==> src/hdl/pdfm_pkg.sv <==
package pdfm_pkg;

  localparam int CntWidthDef = 16;  // default width of the running totals
  localparam int CntWMax     = 32;  // widest totals the snapshot word carries
  localparam int TsW         = 16;
  localparam int ClkHzW      = 26;
  localparam int SkipW       = 7;
  localparam int SkipCntW    = 8;
  localparam int DutyW       = 10;
  localparam int FreqW       = 16;
  localparam int CfgIdxW     = 1;
  localparam int CfgDataW    = ClkHzW;
  localparam int QueueDepth  = 2;

  localparam logic [DutyW-1:0]  DutyScale   = 10'd1000;
  localparam logic [FreqW-1:0]  FreqLimit   = 16'hFFFF;
  localparam logic [ClkHzW-1:0] ClkHzReset  = 26'd16000000;
  localparam logic [SkipW-1:0]  SkipMaxReset = 7'd10;

  typedef enum logic [CfgIdxW-1:0] {
    CfgClkHz   = 1'b0,
    CfgSkipMax = 1'b1
  } cfg_idx_e;

  // totals taken at an update command, handed from front to back
  typedef struct packed {
    logic                absent;
    logic [CntWMax-1:0]  period_total;
    logic [CntWMax-1:0]  high_total;
    logic [CntWMax-1:0]  cycle_count;
    logic [ClkHzW-1:0]   clk_hz;
  } snap_t;

endpackage

==> src/hdl/pdfm_front.sv <==
module pdfm_front import pdfm_pkg::*; #(
  parameter int CounterWidth = CntWidthDef
) (
  input  logic                clk_i,
  input  logic                rst_ni,
  input  logic                push_i,
  input  logic                cmd_i,
  input  logic                edge_rising_i,
  input  logic [TsW-1:0]      timestamp_i,
  input  logic                cfg_we_i,
  input  logic [CfgIdxW-1:0]  cfg_idx_i,
  input  logic [CfgDataW-1:0] cfg_wdata_i,
  input  logic                q_full_i,
  output logic                q_push_o,
  output snap_t               q_wdata_o
);

  logic [ClkHzW-1:0]       clk_hz_q;
  logic [SkipW-1:0]        skip_max_q;
  logic [CounterWidth-1:0] fall_q, fall_d;
  logic [CounterWidth-1:0] rise_q, rise_d;
  logic [CounterWidth-1:0] ptot_q, ptot_d;
  logic [CounterWidth-1:0] htot_q, htot_d;
  logic [CounterWidth-1:0] cyc_q, cyc_d;
  logic [SkipCntW-1:0]     skip_q, skip_d;
  logic                    pend_q, pend_d;
  logic                    rsel_q, rsel_d;

  logic                    accept;
  logic [CounterWidth-1:0] ts;
  logic [CounterWidth-1:0] period;
  logic [CounterWidth-1:0] low;
  logic [SkipCntW-1:0]     skip_dec;
  logic                    skipping;

  assign accept   = push_i && !q_full_i;
  assign ts       = CounterWidth'(timestamp_i);
  assign period   = ts - rise_q;
  assign low      = rise_q - fall_q;
  assign skip_dec = skip_q - SkipCntW'(1);
  // signed count still above zero: edge is only counted
  assign skipping = (skip_dec != '0) && !skip_dec[SkipCntW-1];

  always_comb begin
    fall_d = fall_q;
    rise_d = rise_q;
    ptot_d = ptot_q;
    htot_d = htot_q;
    cyc_d  = cyc_q;
    skip_d = skip_q;
    pend_d = pend_q;
    rsel_d = rsel_q;
    if (accept && cmd_i) begin
      ptot_d = '0;
      htot_d = '0;
      cyc_d  = '0;
    end else if (accept && (edge_rising_i == rsel_q)) begin
      skip_d = skip_dec;
      if (!skipping) begin
        if (!rsel_q) begin
          fall_d = ts;
          pend_d = 1'b0;
          rsel_d = 1'b1;
        end else if (!pend_q) begin
          rise_d = ts;
          pend_d = 1'b1;
        end else begin
          ptot_d = ptot_q + period;
          htot_d = htot_q + period - low;
          cyc_d  = cyc_q + CounterWidth'(1);
          skip_d = SkipCntW'(skip_max_q);
          rsel_d = 1'b0;
        end
      end
    end
  end

  always_ff @(posedge clk_i or negedge rst_ni) begin
    if (!rst_ni) begin
      clk_hz_q   <= ClkHzReset;
      skip_max_q <= SkipMaxReset;
      fall_q     <= '0;
      rise_q     <= '0;
      ptot_q     <= '0;
      htot_q     <= '0;
      cyc_q      <= '0;
      skip_q     <= SkipCntW'(SkipMaxReset);
      pend_q     <= 1'b0;
      rsel_q     <= 1'b0;
    end else begin
      if (cfg_we_i) begin
        case (cfg_idx_e'(cfg_idx_i))
          CfgClkHz:   clk_hz_q   <= cfg_wdata_i[ClkHzW-1:0];
          CfgSkipMax: skip_max_q <= cfg_wdata_i[SkipW-1:0];
          default: ;
        endcase
      end
      fall_q <= fall_d;
      rise_q <= rise_d;
      ptot_q <= ptot_d;
      htot_q <= htot_d;
      cyc_q  <= cyc_d;
      skip_q <= skip_d;
      pend_q <= pend_d;
      rsel_q <= rsel_d;
    end
  end

  assign q_push_o               = accept && cmd_i;
  assign q_wdata_o.absent       = (ptot_q == '0);
  assign q_wdata_o.period_total = CntWMax'(ptot_q);
  assign q_wdata_o.high_total   = CntWMax'(htot_q);
  assign q_wdata_o.cycle_count  = CntWMax'(cyc_q);
  assign q_wdata_o.clk_hz       = clk_hz_q;

endmodule

==> src/hdl/pdfm_queue.sv <==
module pdfm_queue import pdfm_pkg::*; #(
  parameter int Depth = QueueDepth
) (
  input  logic  clk_i,
  input  logic  rst_ni,
  input  logic  push_i,
  input  snap_t wdata_i,
  input  logic  pop_i,
  output snap_t rdata_o,
  output logic  full_o,
  output logic  empty_o
);

  localparam int PtrW = (Depth > 1) ? $clog2(Depth) : 1;
  localparam int CntW = $clog2(Depth + 1);

  snap_t           mem_q [Depth];
  logic [PtrW-1:0] wr_ptr_q, rd_ptr_q;
  logic [CntW-1:0] cnt_q;
  logic            do_push, do_pop;

  assign full_o  = (cnt_q == CntW'(Depth));
  assign empty_o = (cnt_q == '0);
  assign do_push = push_i && !full_o;
  assign do_pop  = pop_i && !empty_o;
  assign rdata_o = mem_q[rd_ptr_q];

  always_ff @(posedge clk_i) begin
    if (do_push) begin
      mem_q[wr_ptr_q] <= wdata_i;
    end
  end

  always_ff @(posedge clk_i or negedge rst_ni) begin
    if (!rst_ni) begin
      wr_ptr_q <= '0;
      rd_ptr_q <= '0;
      cnt_q    <= '0;
    end else begin
      if (do_push) begin
        wr_ptr_q <= (wr_ptr_q == PtrW'(Depth - 1)) ? '0 : wr_ptr_q + PtrW'(1);
      end
      if (do_pop) begin
        rd_ptr_q <= (rd_ptr_q == PtrW'(Depth - 1)) ? '0 : rd_ptr_q + PtrW'(1);
      end
      if (do_push && !do_pop) begin
        cnt_q <= cnt_q + CntW'(1);
      end else if (do_pop && !do_push) begin
        cnt_q <= cnt_q - CntW'(1);
      end
    end
  end

endmodule

==> src/hdl/pdfm_back.sv <==
module pdfm_back import pdfm_pkg::*; #(
  parameter int CounterWidth = CntWidthDef
) (
  input  logic             clk_i,
  input  logic             rst_ni,
  input  logic             q_empty_i,
  input  snap_t            q_rdata_i,
  output logic             q_pop_o,
  input  logic             pop_i,
  output logic             empty_o,
  output logic [DutyW-1:0] duty_permille_o,
  output logic [FreqW-1:0] frequency_hz_o,
  output logic             signal_absent_o
);

  localparam int DutyDvdW = CounterWidth + DutyW;
  localparam int DvdW     = CounterWidth + ClkHzW;
  localparam int StepW    = $clog2(DvdW + 1);

  typedef enum logic [4:0] {
    S_IDLE = 5'b00001,
    S_MUL  = 5'b00010,
    S_DUTY = 5'b00100,
    S_FREQ = 5'b01000,
    S_DONE = 5'b10000
  } state_e;

  state_e                  state_q, state_d;
  logic [CounterWidth-1:0] period_q;
  logic [CounterWidth-1:0] high_q;
  logic [CounterWidth-1:0] cyc_q;
  logic [ClkHzW-1:0]       clk_hz_q;
  logic                    absent_q;
  logic [DvdW-1:0]         prodf_q;
  logic [DvdW-1:0]         dvd_q;
  logic [DvdW-1:0]         quo_q;
  logic [CounterWidth-1:0] rem_q;
  logic [StepW-1:0]        step_q;
  logic [DutyW-1:0]        duty_q;
  logic [FreqW-1:0]        freq_q;
  logic                    out_valid_q;
  logic [DutyW-1:0]        out_duty_q;
  logic [FreqW-1:0]        out_freq_q;
  logic                    out_absent_q;

  logic [DutyDvdW-1:0]     prod_duty;
  logic [DvdW-1:0]         prod_freq;
  logic [CounterWidth:0]   rem_sh;
  logic [CounterWidth:0]   rem_diff;
  logic                    qbit;
  logic [DvdW-1:0]         quo_next;
  logic [CounterWidth-1:0] rem_next;
  logic                    last_step;
  logic                    out_load;

  assign prod_duty = DutyDvdW'(high_q) * DutyDvdW'(DutyScale);
  assign prod_freq = DvdW'(clk_hz_q) * DvdW'(cyc_q);

  // restoring divider, one quotient bit per cycle
  assign rem_sh    = {rem_q, dvd_q[DvdW-1]};
  assign rem_diff  = rem_sh - {1'b0, period_q};
  assign qbit      = (rem_sh >= {1'b0, period_q});
  assign rem_next  = qbit ? rem_diff[CounterWidth-1:0] : rem_sh[CounterWidth-1:0];
  assign quo_next  = {quo_q[DvdW-2:0], qbit};
  assign last_step = (step_q == StepW'(1));

  assign q_pop_o  = (state_q == S_IDLE) && !q_empty_i;
  assign out_load = (state_q == S_DONE) && (!out_valid_q || pop_i);

  always_comb begin
    state_d = state_q;
    case (state_q)
      S_IDLE: if (!q_empty_i) state_d = q_rdata_i.absent ? S_DONE : S_MUL;
      S_MUL:  state_d = S_DUTY;
      S_DUTY: if (last_step) state_d = S_FREQ;
      S_FREQ: if (last_step) state_d = S_DONE;
      S_DONE: if (out_load) state_d = S_IDLE;
      default: state_d = S_IDLE;
    endcase
  end

  always_ff @(posedge clk_i) begin
    case (state_q)
      S_IDLE: begin
        period_q <= q_rdata_i.period_total[CounterWidth-1:0];
        high_q   <= q_rdata_i.high_total[CounterWidth-1:0];
        cyc_q    <= q_rdata_i.cycle_count[CounterWidth-1:0];
        clk_hz_q <= q_rdata_i.clk_hz;
        absent_q <= q_rdata_i.absent;
        duty_q   <= '0;
        freq_q   <= '0;
      end
      S_MUL: begin
        // duty dividend is top-aligned so it runs fewer steps
        dvd_q   <= {prod_duty, {(DvdW - DutyDvdW){1'b0}}};
        prodf_q <= prod_freq;
        quo_q   <= '0;
        rem_q   <= '0;
        step_q  <= StepW'(DutyDvdW);
      end
      S_DUTY: begin
        if (last_step) begin
          duty_q <= (quo_next > DvdW'(DutyScale)) ? DutyScale : quo_next[DutyW-1:0];
          dvd_q  <= prodf_q;
          quo_q  <= '0;
          rem_q  <= '0;
          step_q <= StepW'(DvdW);
        end else begin
          dvd_q  <= {dvd_q[DvdW-2:0], 1'b0};
          quo_q  <= quo_next;
          rem_q  <= rem_next;
          step_q <= step_q - StepW'(1);
        end
      end
      S_FREQ: begin
        if (last_step) begin
          freq_q <= (quo_next > DvdW'(FreqLimit)) ? FreqLimit : quo_next[FreqW-1:0];
        end
        dvd_q  <= {dvd_q[DvdW-2:0], 1'b0};
        quo_q  <= quo_next;
        rem_q  <= rem_next;
        step_q <= step_q - StepW'(1);
      end
      default: ;
    endcase
    if (out_load) begin
      out_duty_q   <= duty_q;
      out_freq_q   <= freq_q;
      out_absent_q <= absent_q;
    end
  end

  always_ff @(posedge clk_i or negedge rst_ni) begin
    if (!rst_ni) begin
      state_q     <= S_IDLE;
      out_valid_q <= 1'b0;
    end else begin
      state_q <= state_d;
      if (out_load) begin
        out_valid_q <= 1'b1;
      end else if (pop_i) begin
        out_valid_q <= 1'b0;
      end
    end
  end

  assign empty_o         = !out_valid_q;
  assign duty_permille_o = out_duty_q;
  assign frequency_hz_o  = out_freq_q;
  assign signal_absent_o = out_absent_q;

`ifndef SYNTHESIS
  a_no_div_by_zero: assert property (@(posedge clk_i) disable iff (!rst_ni)
    (state_q == S_DUTY || state_q == S_FREQ) |-> (period_q != '0))
    else $error("divider running with zero period total");

  a_step_nonzero: assert property (@(posedge clk_i) disable iff (!rst_ni)
    (state_q == S_DUTY || state_q == S_FREQ) |-> (step_q != '0))
    else $error("divider step count ran out");

  a_result_held: assert property (@(posedge clk_i) disable iff (!rst_ni)
    (out_valid_q && !pop_i) |=> (out_valid_q && $stable(out_freq_q)
                                 && $stable(out_duty_q)))
    else $error("waiting result overwritten");

  a_absent_zero: assert property (@(posedge clk_i) disable iff (!rst_ni)
    (out_load && absent_q) |-> (duty_q == '0 && freq_q == '0))
    else $error("absent signal reported nonzero result");
`endif

endmodule

==> src/hdl/pwm_duty_frequency_meter_core.sv <==
// Edge words: accepted one per cycle while the queue is not full, no result word.
// Update words: one result word each; the shared bit-serial divider runs duty
// (COUNTER_WIDTH+10 steps) then frequency (COUNTER_WIDTH+26), and is skipped when
// the signal is absent. The divider works on one update at a time.
// Up to two updates queue ahead of the divider; one result word is buffered.
// rst_ni clears totals, captures and queues; registers return to defaults.
module pwm_duty_frequency_meter_core import pdfm_pkg::*; #(
  parameter int COUNTER_WIDTH = CntWidthDef
) (
  input  logic                clk_i,
  input  logic                rst_ni,
  input  logic                push_i,
  output logic                full_o,
  input  logic                cmd_i,
  input  logic                edge_rising_i,
  input  logic [TsW-1:0]      timestamp_i,
  input  logic                cfg_we_i,
  input  logic [CfgIdxW-1:0]  cfg_idx_i,
  input  logic [CfgDataW-1:0] cfg_wdata_i,
  input  logic                pop_i,
  output logic                empty_o,
  output logic [DutyW-1:0]    duty_permille_o,
  output logic [FreqW-1:0]    frequency_hz_o,
  output logic                signal_absent_o
);

  logic  q_push, q_pop, q_full, q_empty;
  snap_t q_wdata, q_rdata;

  pdfm_front #(
    .CounterWidth(COUNTER_WIDTH)
  ) u_front (
    .clk_i        (clk_i),
    .rst_ni       (rst_ni),
    .push_i       (push_i),
    .cmd_i        (cmd_i),
    .edge_rising_i(edge_rising_i),
    .timestamp_i  (timestamp_i),
    .cfg_we_i     (cfg_we_i),
    .cfg_idx_i    (cfg_idx_i),
    .cfg_wdata_i  (cfg_wdata_i),
    .q_full_i     (q_full),
    .q_push_o     (q_push),
    .q_wdata_o    (q_wdata)
  );

  pdfm_queue #(
    .Depth(QueueDepth)
  ) u_queue (
    .clk_i  (clk_i),
    .rst_ni (rst_ni),
    .push_i (q_push),
    .wdata_i(q_wdata),
    .pop_i  (q_pop),
    .rdata_o(q_rdata),
    .full_o (q_full),
    .empty_o(q_empty)
  );

  pdfm_back #(
    .CounterWidth(COUNTER_WIDTH)
  ) u_back (
    .clk_i          (clk_i),
    .rst_ni         (rst_ni),
    .q_empty_i      (q_empty),
    .q_rdata_i      (q_rdata),
    .q_pop_o        (q_pop),
    .pop_i          (pop_i),
    .empty_o        (empty_o),
    .duty_permille_o(duty_permille_o),
    .frequency_hz_o (frequency_hz_o),
    .signal_absent_o(signal_absent_o)
  );

  assign full_o = q_full;

endmodule
==> config.mk <==
export PLATFORM = sky130hd
export DESIGN_NAME = pwm_duty_frequency_meter_core
export DESIGN_NICKNAME = d
export VERILOG_FILES = /design/src/hdl/pdfm_pkg.sv /design/src/hdl/pdfm_front.sv /design/src/hdl/pdfm_queue.sv /design/src/hdl/pdfm_back.sv /design/src/hdl/pwm_duty_frequency_meter_core.sv
export SDC_FILE = /design/constraint.sdc
export NUM_CORES = 2
export LEC_CHECK = 0
export BUFFER_PORTS_ARGS = -buffer_cell sky130_fd_sc_hd__buf_2
export CELL_PAD_IN_SITES_DETAIL_PLACEMENT = 0
export CELL_PAD_IN_SITES_GLOBAL_PLACEMENT = 1
export CORE_MARGIN = 4
export CORE_UTILIZATION = 54
export CTS_CLUSTER_SIZE = 14
export DETAILED_ROUTE_END_ITERATION = 8
export PLACE_DENSITY = 0.82
export SLEW_MARGIN = 10
export SYNTH_ARGS = -nofsm -noshare
export SYNTH_HDL_FRONTEND = slang
export SYNTH_HIERARCHICAL = 1
export SYNTH_SLANG_ARGS = --single-unit
==> constraint.sdc <==
create_clock -name clk_i -period 8.3 [get_ports clk_i]
set_clock_uncertainty 0.1 [all_clocks]
set_input_delay 1.66 -clock clk_i [delete_from_list [all_inputs] [get_ports clk_i]]
set_output_delay 1.66 -clock clk_i [all_outputs]
set_load 0.1 [all_outputs]
==> flow_summary_export.csv <==
group,metric,value,unit
routing,wl_per_cell,18.4,um
final_layout,n_antenna_cell,0,
sta,max_freq,135,MHz
routing,postRouteAntennaNets,0,
final_layout,nets,4230,
clock_network,clk_pin_slew,60,ps
synth,synth_nets,4188,
floorplan,start_util,54.8,%
worst_setup_path,crit_top_cell,"fa_1",
routing,viasPerCell,5.56,
worst_setup_path,cp.arrival,7630,ps
clock_network,cts_root_buf,"clkbuf_16",
worst_setup_path,required,8550,ps
final_layout,drive_gt1_share,10.8,%
sta,setup_tns,0,ps
worst_setup_path,crit_fanout,26,
worst_setup_path,cp-start-kind,"register",
floorplan,dieArea,0.0789,sq mm
clock_network,insertion_delay,620,ps
job,drv_cap,0,
global_route,grt_start_max_net_pins,82,
clock_network,htree_levels,3,
place,placed_area,0.0414,sq mm
global_route,grt_usage,22.2,%
sta,hold_violations,0,
floorplan,ios,79,
routing,wirelength,83.6,mm
worst_setup_path,cpPeakStageDelay,1020,ps
synth,syn_avg_cell_area,11.5,sq um
outcome,status,"finished, final reports clean",
global_route,grt_pass1_vias,27000,
floorplan,die_h,281,um
clock_network,post_cts_buffers,0,
sta,hold_ws,314,ps
global_route,gr-total-overflow,0,
routing,drtIter0Drc,1708,
final_layout,final_area,0.0436,sq mm
sta,relSlewSlack,25.2,%
clock_network,cts_made_buffers,66,
worst_setup_path,cpMaxStageDelayCell,"edfxtp_1",
clock_network,cts_resized,0,
sta,max_slew.worst_pin.slew,1120,ps
synth,yosys_warnings,6,
hold_path,worstHoldPathType,"register to register",
place,dp_hpwl,61.9,mm
floorplan,coreArea,0.0733,sq mm
floorplan,num_rows,99,
routing,num_vias,25200,
sta,maxSlewViolCount,0,
clock_network,cts_hold_buf,0,
place,port-buffer-count,78,
synth,netlist_area,0.0402,sq mm
clock_network,cts_sinks,558,
worst_setup_path,crit_type,"register to register",
final_layout,syn_to_final_growth,8.53,%
routing,firstDrtPassIters,6,
sta,finalCritPeriodShare,89.0,%
final_layout,mostFrequentLayoutCell,"inv_1",
clock_network,cts.path.max_buffers,3,
sta,period_needed,7380,ps
sta,finalSetupViolCount,0,
clock_network,cts_tree,"yes",
sta,rsz0062_at_grt,"false",
place,gp_congestion,0.856,
global_route,antenna_found_initial,4,
synth,netlist_instances,3483,
floorplan,die_w,281,um
worst_setup_path,end_kind,"register",
final_layout,mostFrequentLayoutCells,"533 x inv_1, 425 x edfxtp_1, 421 x fa_1",
global_route,grt_first_pass_wirelength,140,mm
worst_setup_path,path_cells,"nand2_1 > fa_1 > fa_1 > fa_1 > inv_1 > fa_1 > fa_1 > inv_1 > fa_1 > inv_1 > ha_1 > o21a_1 > o21ai_1 > nor2b_1 > a2111oi_2 > nor4b_2 > o31ai_2 > o22ai_2 > o21ai_1 > xor2_1",
routing,route.detailed.drc,0,
metal layers:
metal	GRT usage (%)	vias to the layer above	wire, um
li1	-	11600	-
met1	29.7	12800	35400
met2	37.6	586	41100
met3	3.41	170	4220
met4	7.45	2	2790
met5	0	-	9
layout make-up:
class                      instances  area (sq um)
fill                            6065         29700
multi-input combinational       2268         21600
sequential                       558         16100
inverter                         534          2000
clock buffer                      78          1780
tap                              959          1200
timing repair buffer              97           539
clock inverter                    41           417
worst max-delay path, delay by kind of cell (launching register included):
| family | cells | cell delay (ps) |
|---|---|---|
| AO/OA/AOI/OAI | 6 | 1710 |
| AND/OR/NAND/NOR | 3 | 510 |
| flip-flops | 1 | 1020 |
| buffers and inverters | 3 | 170 |
| adder cells (fa/ha/maj) | 7 | 3500 |
| XOR/XNOR | 1 | 80 |
path summary, 6_finish.rpt:
| check | startpoint | end | slack [ps] | depth (start not counted) |
|---|---|---|---|---|
| worst max register to register | u_back/cyc_q[3] | u_back/prodf_q[36] | 920 | 20 |
| worst min register to register | u_back/duty_q[2] | u_back/duty_permille_o[2] | 310 | 0 |
| min in group asynchronous | rst_ni | u_front/skip_max_q[4] | 1010 | 1 |
| worst min-delay path | u_back/duty_q[2] | u_back/duty_permille_o[2] | 310 | 0 |
| max in group asynchronous | rst_ni | u_queue/rd_ptr_q | 5750 | 2 |
| worst max-delay path | u_back/cyc_q[3] | u_back/prodf_q[36] | 920 | 20 |
per-stage QoR:
step | cells | worst slack [ps] | utilization [%]
global placement | 4416 | 1160 | 56.5
CTS | 4535 | 1000 | 59.5
detailed placement | 4416 | 1020 | 56.5
finish | 4535 | 917 | 59.5
global route | 4535 | 540 | 59.5
floorplan | 3483 | 1640 | -
sequential cells by signal (all words and copies together) (netlist names), 7 cells and up:
name                    count
u_front/skip_max_q          7
u_back/frequency_hz_o      16
u_back/high_q              16
u_back/duty_q              10
u_front/fall_q             16
u_back/dvd_q               42
u_back/cyc_q               16
u_back/period_q            16
u_front/skip_q              8
u_front/ptot_q             16
u_back/freq_q              16
u_front/htot_q             16
u_back/clk_hz_q            26
u_back/duty_permille_o     10
u_back/prodf_q             42
u_queue/mem_q             150
u_back/rem_q               16
u_front/rise_q             16
u_front/clk_hz_q           26
u_back/quo_q               41
u_front/cyc_q              16
Power is not shown: default switching activity piles up to over one toggle a cycle in this logic, so the estimate is an artifact.
